[config.mk]
export PLATFORM = sky130hd
export DESIGN_NAME = hsl_to_rgb_unit
export DESIGN_NICKNAME = d
export VERILOG_FILES = /design/src/sv/h2r_pkg.sv /design/src/sv/h2r_hue_split.sv /design/src/sv/hsl_to_rgb_unit.sv
export VERILOG_INCLUDE_DIRS = /design/src /design/src/sv
export SDC_FILE = /design/constraint.sdc
export NUM_CORES = 1
export LEC_CHECK = 0
export BUFFER_PORTS_ARGS = -buffer_cell sky130_fd_sc_hd__buf_2
export CAP_MARGIN = 5
export CORE_MARGIN = 3
export CORE_UTILIZATION = 40
export DETAILED_ROUTE_END_ITERATION = 8
export MAX_ROUTING_LAYER = met4
export PLACE_DENSITY_LB_ADDON = 0.3
export SLEW_MARGIN = 15
export SYNTH_ARGS = -nofsm -noshare
export SYNTH_HDL_FRONTEND = slang
export SYNTH_SLANG_ARGS = --single-unit
[constraint.sdc]
create_clock -name clk_i -period 10.7 [get_ports clk_i]
set_input_delay 2.14 -clock clk_i [delete_from_list [all_inputs] [get_ports clk_i]]
set_output_delay 2.14 -clock clk_i [all_outputs]
set_load 0.005 [all_outputs]
[src/sv/hsl_to_rgb_unit_defines.svh]
`ifndef HSL_TO_RGB_UNIT_DEFINES_SVH
`define HSL_TO_RGB_UNIT_DEFINES_SVH

// Check that cons holds in the same cycle as ante.
`define H2R_ASSERT_NOW(label, clk, rst_n, ante, cons, msg) \
  label: assert property (@(posedge clk) disable iff (!rst_n) (ante) |-> (cons)) \
    else $error(msg);

// Check that cons holds in the cycle after ante.
`define H2R_ASSERT_NEXT(label, clk, rst_n, ante, cons, msg) \
  label: assert property (@(posedge clk) disable iff (!rst_n) (ante) |=> (cons)) \
    else $error(msg);

`endif

[src/sv/h2r_pkg.sv]
package h2r_pkg;

  localparam int unsigned ChanW   = 8;
  localparam int unsigned HueW    = 9;
  localparam int unsigned ProdW   = 16;
  localparam int unsigned ChromaW = 9;
  localparam int unsigned WeightW = 14;
  localparam int unsigned OffW    = 6;
  localparam int unsigned R120W   = 7;
  localparam int unsigned CwW     = ChromaW + WeightW;
  localparam int unsigned MW      = 10;
  localparam int unsigned SumW    = 11;

  localparam int unsigned FracOne = 10000;

  // floor(p / 254) == (p * ChromaRecip) >> ChromaShift for every p below 2^16
  localparam int unsigned      ChromaShift = 24;
  localparam logic [16:0]      ChromaRecip = 17'd66053;
  localparam int unsigned      ChromaMulW  = ProdW + 17;

  // floor(v / 10000) == (v * XRecip) >> XShift for every v up to 256 * 10000
  localparam int unsigned      XShift  = 37;
  localparam logic [23:0]      XRecip  = 24'd13743896;
  localparam int unsigned      XMulW   = CwW + 24;

  typedef enum logic [2:0] {
    SextRed,
    SextYellow,
    SextGreen,
    SextCyan,
    SextBlue,
    SextMagenta
  } sextant_e;

  typedef struct packed {
    sextant_e              sextant;
    logic [WeightW-1:0]    weight;
  } hue_info_t;

  typedef logic [WeightW-1:0] weight_tab_t [64];

  // weight = FracOne - floor(off * FracOne / 60), off being |hue mod 120 - 60|
  function automatic weight_tab_t build_weights();
    weight_tab_t tab;
    for (int i = 0; i < 64; i++) begin
      if (i <= 60) begin
        tab[i] = WeightW'(FracOne - (i * FracOne) / 60);
      end else begin
        tab[i] = '0;
      end
    end
    return tab;
  endfunction

  localparam weight_tab_t WeightTable = build_weights();

endpackage

[src/sv/h2r_hue_split.sv]
module h2r_hue_split
  import h2r_pkg::*;
(
  input  logic [HueW-1:0] hue_i,
  output hue_info_t       info_o
);

  logic [HueW-1:0]  base;
  logic [HueW-1:0]  diff;
  logic [R120W-1:0] r120;
  logic [OffW-1:0]  off;
  sextant_e         sext;

  always_comb begin
    if (hue_i >= HueW'(480)) begin
      base = HueW'(480);
    end else if (hue_i >= HueW'(360)) begin
      base = HueW'(360);
    end else if (hue_i >= HueW'(240)) begin
      base = HueW'(240);
    end else if (hue_i >= HueW'(120)) begin
      base = HueW'(120);
    end else begin
      base = '0;
    end
    diff = hue_i - base;
    r120 = diff[R120W-1:0];

    if (r120 >= R120W'(60)) begin
      off = OffW'(r120 - R120W'(60));
    end else begin
      off = OffW'(R120W'(60) - r120);
    end

    if (hue_i >= HueW'(300)) begin
      sext = SextMagenta;
    end else if (hue_i >= HueW'(240)) begin
      sext = SextBlue;
    end else if (hue_i >= HueW'(180)) begin
      sext = SextCyan;
    end else if (hue_i >= HueW'(120)) begin
      sext = SextGreen;
    end else if (hue_i >= HueW'(60)) begin
      sext = SextYellow;
    end else begin
      sext = SextRed;
    end
  end

  assign info_o.sextant = sext;
  assign info_o.weight  = WeightTable[off];

endmodule

[src/sv/hsl_to_rgb_unit.sv]
// Channel   Dir  Handshake               Payload
// input     in   in_valid_i/in_ready_o   hue_deg_i, sat_level_i, lum_level_i
// output    out  out_valid_o/out_ready_i red_out_o, green_out_o, blue_out_o
//
// Five register stages; one pixel enters per clock while the output is not stalled.
// The two reciprocal multipliers are each closed by a register.
// Reset clears the stage valid bits only; the datapath needs no reset.
// A stall at the output freezes every stage at once; nothing is dropped.
`include "hsl_to_rgb_unit_defines.svh"

module hsl_to_rgb_unit
  import h2r_pkg::*;
(
  input  logic             clk_i,
  input  logic             rst_ni,
  input  logic             in_valid_i,
  output logic             in_ready_o,
  input  logic [HueW-1:0]  hue_deg_i,
  input  logic [ChanW-1:0] sat_level_i,
  input  logic [ChanW-1:0] lum_level_i,
  output logic             out_valid_o,
  input  logic             out_ready_i,
  output logic [ChanW-1:0] red_out_o,
  output logic [ChanW-1:0] green_out_o,
  output logic [ChanW-1:0] blue_out_o
);

  function automatic logic [ChanW-1:0] clamp_chan(logic signed [SumW-1:0] v);
    logic [ChanW-1:0] r;
    if (v < 0) begin
      r = '0;
    end else if (v > SumW'(255)) begin
      r = '1;
    end else begin
      r = v[ChanW-1:0];
    end
    return r;
  endfunction

  logic adv;

  // stage 1
  hue_info_t         hinfo;
  logic [ChanW:0]    twice;
  logic [ChanW:0]    lum_dev;
  logic [ChanW-1:0]  span;
  logic [ProdW-1:0]  prod_d;
  logic              v1_q;
  logic [ProdW-1:0]  prod_q;
  hue_info_t         h1_q;
  logic [ChanW-1:0]  lum1_q;

  // stage 2
  logic [ChromaMulW-1:0] chroma_full;
  logic                  v2_q;
  logic [ChromaW-1:0]    chroma2_q;
  hue_info_t             h2_q;
  logic [ChanW-1:0]      lum2_q;

  // stage 3
  logic                  v3_q;
  logic [CwW-1:0]        cw_q;
  logic [ChromaW-1:0]    chroma3_q;
  logic signed [MW-1:0]  m_d;
  logic signed [MW-1:0]  m3_q;
  sextant_e              s3_q;

  // stage 4
  logic [XMulW-1:0]      x_full;
  logic                  v4_q;
  logic [ChromaW-1:0]    xval4_q;
  logic [ChromaW-1:0]    chroma4_q;
  logic signed [MW-1:0]  m4_q;
  sextant_e              s4_q;

  // stage 5
  logic signed [SumW-1:0] c_sum;
  logic signed [SumW-1:0] x_sum;
  logic signed [SumW-1:0] m_sum;
  logic [ChanW-1:0]       c_ch;
  logic [ChanW-1:0]       x_ch;
  logic [ChanW-1:0]       m_ch;
  logic [ChanW-1:0]       red_d;
  logic [ChanW-1:0]       green_d;
  logic [ChanW-1:0]       blue_d;
  logic                   v5_q;
  logic [ChanW-1:0]       red_q;
  logic [ChanW-1:0]       green_q;
  logic [ChanW-1:0]       blue_q;

  assign adv        = !v5_q || out_ready_i;
  assign in_ready_o = adv;

  h2r_hue_split u_hue_split (
    .hue_i  (hue_deg_i),
    .info_o (hinfo)
  );

  always_comb begin
    twice = {lum_level_i, 1'b0};
    if (twice >= (ChanW+1)'(255)) begin
      lum_dev = twice - (ChanW+1)'(255);
    end else begin
      lum_dev = (ChanW+1)'(255) - twice;
    end
    span   = ChanW'((ChanW+1)'(255) - lum_dev);
    prod_d = ProdW'(span) * ProdW'(sat_level_i);
  end

  assign chroma_full = ChromaMulW'(prod_q) * ChromaMulW'(ChromaRecip);
  assign m_d = $signed(MW'(lum2_q)) - $signed(MW'(chroma2_q >> 1));
  assign x_full = XMulW'(cw_q) * XMulW'(XRecip);

  always_comb begin
    c_sum = $signed(SumW'(chroma4_q)) + SumW'(m4_q);
    x_sum = $signed(SumW'(xval4_q)) + SumW'(m4_q);
    m_sum = SumW'(m4_q);
    c_ch  = clamp_chan(c_sum);
    x_ch  = clamp_chan(x_sum);
    m_ch  = clamp_chan(m_sum);
    case (s4_q)
      SextRed:     begin red_d = c_ch; green_d = x_ch; blue_d = m_ch; end
      SextYellow:  begin red_d = x_ch; green_d = c_ch; blue_d = m_ch; end
      SextGreen:   begin red_d = m_ch; green_d = c_ch; blue_d = x_ch; end
      SextCyan:    begin red_d = m_ch; green_d = x_ch; blue_d = c_ch; end
      SextBlue:    begin red_d = x_ch; green_d = m_ch; blue_d = c_ch; end
      SextMagenta: begin red_d = c_ch; green_d = m_ch; blue_d = x_ch; end
      default:     begin red_d = c_ch; green_d = m_ch; blue_d = x_ch; end
    endcase
  end

  always_ff @(posedge clk_i or negedge rst_ni) begin
    if (!rst_ni) begin
      v1_q <= 1'b0;
      v2_q <= 1'b0;
      v3_q <= 1'b0;
      v4_q <= 1'b0;
      v5_q <= 1'b0;
    end else if (adv) begin
      v1_q <= in_valid_i;
      v2_q <= v1_q;
      v3_q <= v2_q;
      v4_q <= v3_q;
      v5_q <= v4_q;
    end
  end

  always_ff @(posedge clk_i) begin
    if (adv) begin
      prod_q    <= prod_d;
      h1_q      <= hinfo;
      lum1_q    <= lum_level_i;

      chroma2_q <= chroma_full[ChromaShift +: ChromaW];
      h2_q      <= h1_q;
      lum2_q    <= lum1_q;

      cw_q      <= CwW'(chroma2_q) * CwW'(h2_q.weight);
      chroma3_q <= chroma2_q;
      m3_q      <= m_d;
      s3_q      <= h2_q.sextant;

      xval4_q   <= x_full[XShift +: ChromaW];
      chroma4_q <= chroma3_q;
      m4_q      <= m3_q;
      s4_q      <= s3_q;

      red_q     <= red_d;
      green_q   <= green_d;
      blue_q    <= blue_d;
    end
  end

  assign out_valid_o = v5_q;
  assign red_out_o   = red_q;
  assign green_out_o = green_q;
  assign blue_out_o  = blue_q;

  `H2R_ASSERT_NOW(a_chroma_range, clk_i, rst_ni, v2_q,
                  chroma2_q <= ChromaW'(256), "chroma above 256")
  `H2R_ASSERT_NOW(a_weight_range, clk_i, rst_ni, v2_q,
                  h2_q.weight <= WeightW'(FracOne), "hue weight above one")
  `H2R_ASSERT_NOW(a_x_le_chroma, clk_i, rst_ni, v4_q,
                  xval4_q <= chroma4_q, "X exceeds chroma")
  `H2R_ASSERT_NEXT(a_stall_hold, clk_i, rst_ni, !adv,
                   $stable({v1_q, v2_q, v3_q, v4_q}), "pipeline moved while stalled")

endmodule
==> results by group <==
Outcome
  – Run status: completed

Detailed routing
  – Wirelength, routed: 53.04 mm
  – Number of nets with antenna violations after routing: 0
  – DRC violation count after routing: 0
  – Violation count after the first detailed-routing iteration: 1026
  – Number of iterations in the first detailed-routing pass: 8
  – Routed len/inst: 16.27 µm
  – Count of vias placed by the detailed router: 16.86k
  – Routed vias/inst: 5.174

CTS
  – Clock-pin slew on the worst setup and hold paths: 70 ps
  – Count of buffers added by post-CTS timing repair for setup: 0
  – Clock tree from TritonCTS: built
  – Cell at the root of the clock tree: sky130_fd_sc_hd__clkbuf_16
  – Number of sinks on the clock net: 177
  – Buffer levels on the longest clock path: 2
  – Hold-fix buffer count after cts: 0
  – Number of buffers created by CTS: 17
  – Cells resized by post-CTS repair: 0
  – Insertion delay to the later sink of the worst-skew pair: 450 ps
  – H-tree depth: 4

STA
  – Transition time at the pin with the least slew margin: 1133 ps
  – Max-slew violation count: 0
  – Final setup fails: 0
  – Min Clock Period, post-route: 7034 ps
  – Peak Freq: 142.2 MHz
  – Setup repair after global routing missed its margin: no
  – Hold Vio Cnt, Final: 0
  – Tcrit/Tclk final: 65.74%
  – TNS Setup: 0 ps
  – Max Clock Skew: 17.21 ps
  – Worst max-slew margin expressed relative to the limit: 24.47%

Yosys
  – Sequential area share after synthesis: 21.49%
  – Average size of a mapped cell: 10.06 µm²
  – Netlist cell types: 75
  – Yosys warnings: 0
  – Dominant synthesized flop cell: sky130_fd_sc_hd__edfxtp_1
  – EDFF count, synth: 172
  – Register bit count reported by yosys: 177
  – Area of the mapped netlist: 24620 µm²
  – Count of mapped cells out of synthesis: 2446
  – Net Count, Synth: 3186
  – Async S/R FF share, synth: 2.825%

Global route
  – Wire length of the first global-routing pass: 88.16 mm
  – Antenna violations before repair: 0
  – Pin count of the biggest net entering global routing: 99
  – GR Overflow Total: 0
  – Number of global-route vias before repair: 17.31k
  – GRT Resource Usage Total: 17.60%

Critical path
  – Start-to-end type of the worst setup path: reg2reg
  – Most common cell type on the critical path: sky130_fd_sc_hd__fa_1
  – CP Capture Type: flip-flop
  – Startpoint type of the worst setup path: flip-flop
  – Worst r2r dst: xval4_q[8]
  – Arrival time worst endpoint: 7230 ps
  – Cells traversed along the worst timing path: ha_1, xor2_1, ha_1, inv_1, fa_1, inv_1, fa_1, fa_1, fa_1, inv_1, fa_1, inv_1, ha_1, a2111oi_0, o21ai_0, o311ai_0, a31oi_1, o311a_1, o311ai_0, nand2b_1, a21oi_1, xnor2_1
  – Slowest Stage Delay on Critical Path: 550 ps
  – Launching point of the worst reg2reg path: cw_q[1]
  – Reg-to-reg slack, setup: 3670 ps
  – Reg2Reg Depth: 22
  – Critical-path maximum fanout: 6
  – Slowest cell on the critical path: sky130_fd_sc_hd__fa_1
  – Required time reported for the critical path endpoint: 10890 ps

Place
  – HPWL reported at the end of detailed placement: 44.31 mm
  – Number of placed instances with taps included: 3227
  – Final weighted congestion in routability-driven placement: 0.9049
  – IO Port Bufs: 54

Cells and area
  – Share of final-layout standard cells stronger than drive strength 1: 4.562%
  – Number of diodes added for antenna fixing: 0
  – Fin nets: 3204
  – Layout filler cell count: 5783
  – Layout area overhead: 6.745%
  – Non-filler cells, final: 3259
  – Area of combinational cells with multiple inputs: 17080 µm²
  – Area used by sequential logic in the layout: 5290 µm²

Die
  – Placeable core area: 60580 µm²
  – Initial core utilization: 40.63%
  – Floorplan row count: 90
  – Width of the die: 254.1 µm
  – I/O pins: 55
  – Die height: 254.1 µm
  – Die Outline Area: 64550 µm²

Min path
  – Hold-critical path endpoint: lum2_q[6]
  – Hold Path Class: reg2reg
  – Cell count of the worst hold path: 0
  – Hold wc startpoint: lum1_q[6]

Run
  – Number of violations of the max-capacitance limit: 0
[cells in the final DEF, fill, tap and decap left out, types with 11 or more instances in the layout]
cell type and instances:
sky130_fd_sc_hd__inv_1 524, sky130_fd_sc_hd__ha_1 401, sky130_fd_sc_hd__fa_1 310, sky130_fd_sc_hd__nand2_1 172, sky130_fd_sc_hd__edfxtp_1 172, sky130_fd_sc_hd__and2_1 105, sky130_fd_sc_hd__nor2_1 90, sky130_fd_sc_hd__a21oi_1 81
sky130_fd_sc_hd__o21ai_0 62, sky130_fd_sc_hd__buf_2 54, sky130_fd_sc_hd__xnor2_1 53, sky130_fd_sc_hd__nor3_1 36, sky130_fd_sc_hd__a21o_1 33, sky130_fd_sc_hd__nand3_1 27, sky130_fd_sc_hd__xor2_1 26, sky130_fd_sc_hd__a211oi_1 24
sky130_fd_sc_hd__a221o_1 23, sky130_fd_sc_hd__nor2b_1 20, sky130_fd_sc_hd__nand2b_1 20, sky130_fd_sc_hd__o211ai_1 19, sky130_fd_sc_hd__a31oi_1 19, sky130_fd_sc_hd__clkbuf_16 17, sky130_fd_sc_hd__and3_1 11
[synthesized netlist by cell type (8+ instances only)]
cell | instances | share of area (%)
sky130_fd_sc_hd__and2_1 | 105 | 2.7
sky130_fd_sc_hd__ha_1 | 401 | 20
sky130_fd_sc_hd__o2111ai_1 | 8 | 0.28
sky130_fd_sc_hd__a211oi_1 | 24 | 0.73
sky130_fd_sc_hd__inv_1 | 525 | 8.0
sky130_fd_sc_hd__a21oi_1 | 81 | 1.6
sky130_fd_sc_hd__xnor2_1 | 53 | 1.9
sky130_fd_sc_hd__xor2_1 | 26 | 0.93
sky130_fd_sc_hd__o211ai_1 | 19 | 0.58
sky130_fd_sc_hd__nand2b_1 | 20 | 0.51
sky130_fd_sc_hd__or2_2 | 8 | 0.20
sky130_fd_sc_hd__clkbuf_1 | 46 | 0.70
sky130_fd_sc_hd__a21o_1 | 33 | 1.0
sky130_fd_sc_hd__nand2_1 | 172 | 2.6
sky130_fd_sc_hd__nor2b_1 | 20 | 0.51
sky130_fd_sc_hd__and3_1 | 11 | 0.28
sky130_fd_sc_hd__o21bai_1 | 10 | 0.30
sky130_fd_sc_hd__nand4_1 | 10 | 0.25
sky130_fd_sc_hd__a31oi_1 | 19 | 0.48
sky130_fd_sc_hd__nor3_1 | 36 | 0.73
sky130_fd_sc_hd__fa_1 | 310 | 25
sky130_fd_sc_hd__nand3_1 | 27 | 0.55
sky130_fd_sc_hd__edfxtp_1 | 172 | 21
sky130_fd_sc_hd__o21a_1 | 9 | 0.27
sky130_fd_sc_hd__nor2_1 | 90 | 1.4
sky130_fd_sc_hd__o21ai_0 | 62 | 1.3
sky130_fd_sc_hd__a221o_1 | 23 | 0.94
[worst max-delay path by stage]
| stage | start | endpoint | slack [ps] |
|---|---|---|---|
| 2_1_floorplan | out_ready_i | in_ready_o | 2920 |
| 4_1_cts | cw_q[12] | xval4_q[8] | 3730 |
| 3_5_place_dp | lum_level_i[7] | prod_q[14] | 3510 |
| 6_report | cw_q[1] | xval4_q[8] | 3670 |
| 5_1_grt | cw_q[1] | xval4_q[8] | 3170 |
| 3_3_place_gp | lum_level_i[7] | prod_q[14] | 3650 |
[registers in the layout, indices dropped and copies added, names as in the netlist, 8 cells and up]
signal / count
blue_out_o: 8
chroma2_q: 9
chroma3_q: 9
chroma4_q: 9
cw_q: 23
green_out_o: 8
h1_q: 17
h2_q: 17
lum1_q: 8
lum2_q: 8
m3_q: 9
m4_q: 9
prod_q: 15
red_out_o: 8
xval4_q: 9
[cells by family after synthesis]
group	after synthesis	synth area share, %
muxes	6	0.3456
xor gates and xnor gates	81	2.943
buffers and inverters	588	9.119
and+or+nand+nor	524	10.48
DFF	177	21.49
adders and majority gates	712	45.63
AOI/OAI and AO/OA	358	9.993
[metrics by stage]
| stage | hold slack (ps) | util (%) | instance area, µm² | worst slack, ps |
|---|---|---|---|---|
| 6_report | 415.9 | 43.37 | 26280 | 3666 |
| 4_1_cts | 416.5 | 43.37 | 26280 | 3727 |
| 3_5_place_dp | 404.5 | 42.34 | 25650 | 3514 |
| 3_3_place_gp | 400.4 | 42.34 | 25650 | 3645 |
| 5_1_grt | 424.6 | 43.37 | 26280 | 3169 |
| 2_1_floorplan | 400.3 | - | 24620 | 2917 |
[critical path, delay by kind of cell, from the launching register on]
kind	cells	cell delay (ps)
compound gates	7	1910
xor+xnor	2	480
fa+ha+maj	8	3470
buf+inv	4	260
flops	1	520
simple gates	1	130
[cell type report]
cell class,count,share of cell area [%]
clock inverter,14,0.7190
tap,782,3.724
multi-input combinational,1681,65.01
timing repair buffer,60,1.200
clock buffer,18,1.671
inverter,527,7.547
sequential,177,20.13
[routing by layer]
metal | up-vias | part of all wire (%) | wire [µm] | global-route usage, %
met2 | 332 | 47 | 24980 | 27.93
met1 | 8320 | 47 | 24920 | 24.04
li1 | 8149 | - | - | -
met4 | 0 | 1.6 | 873 | 3.883
met5 | - | 0 | 0 | -
met3 | 60 | 4.3 | 2264 | 2.559
Power is not shown: default switching activity piles up to over one toggle a cycle in this logic, so the estimate is an artifact.
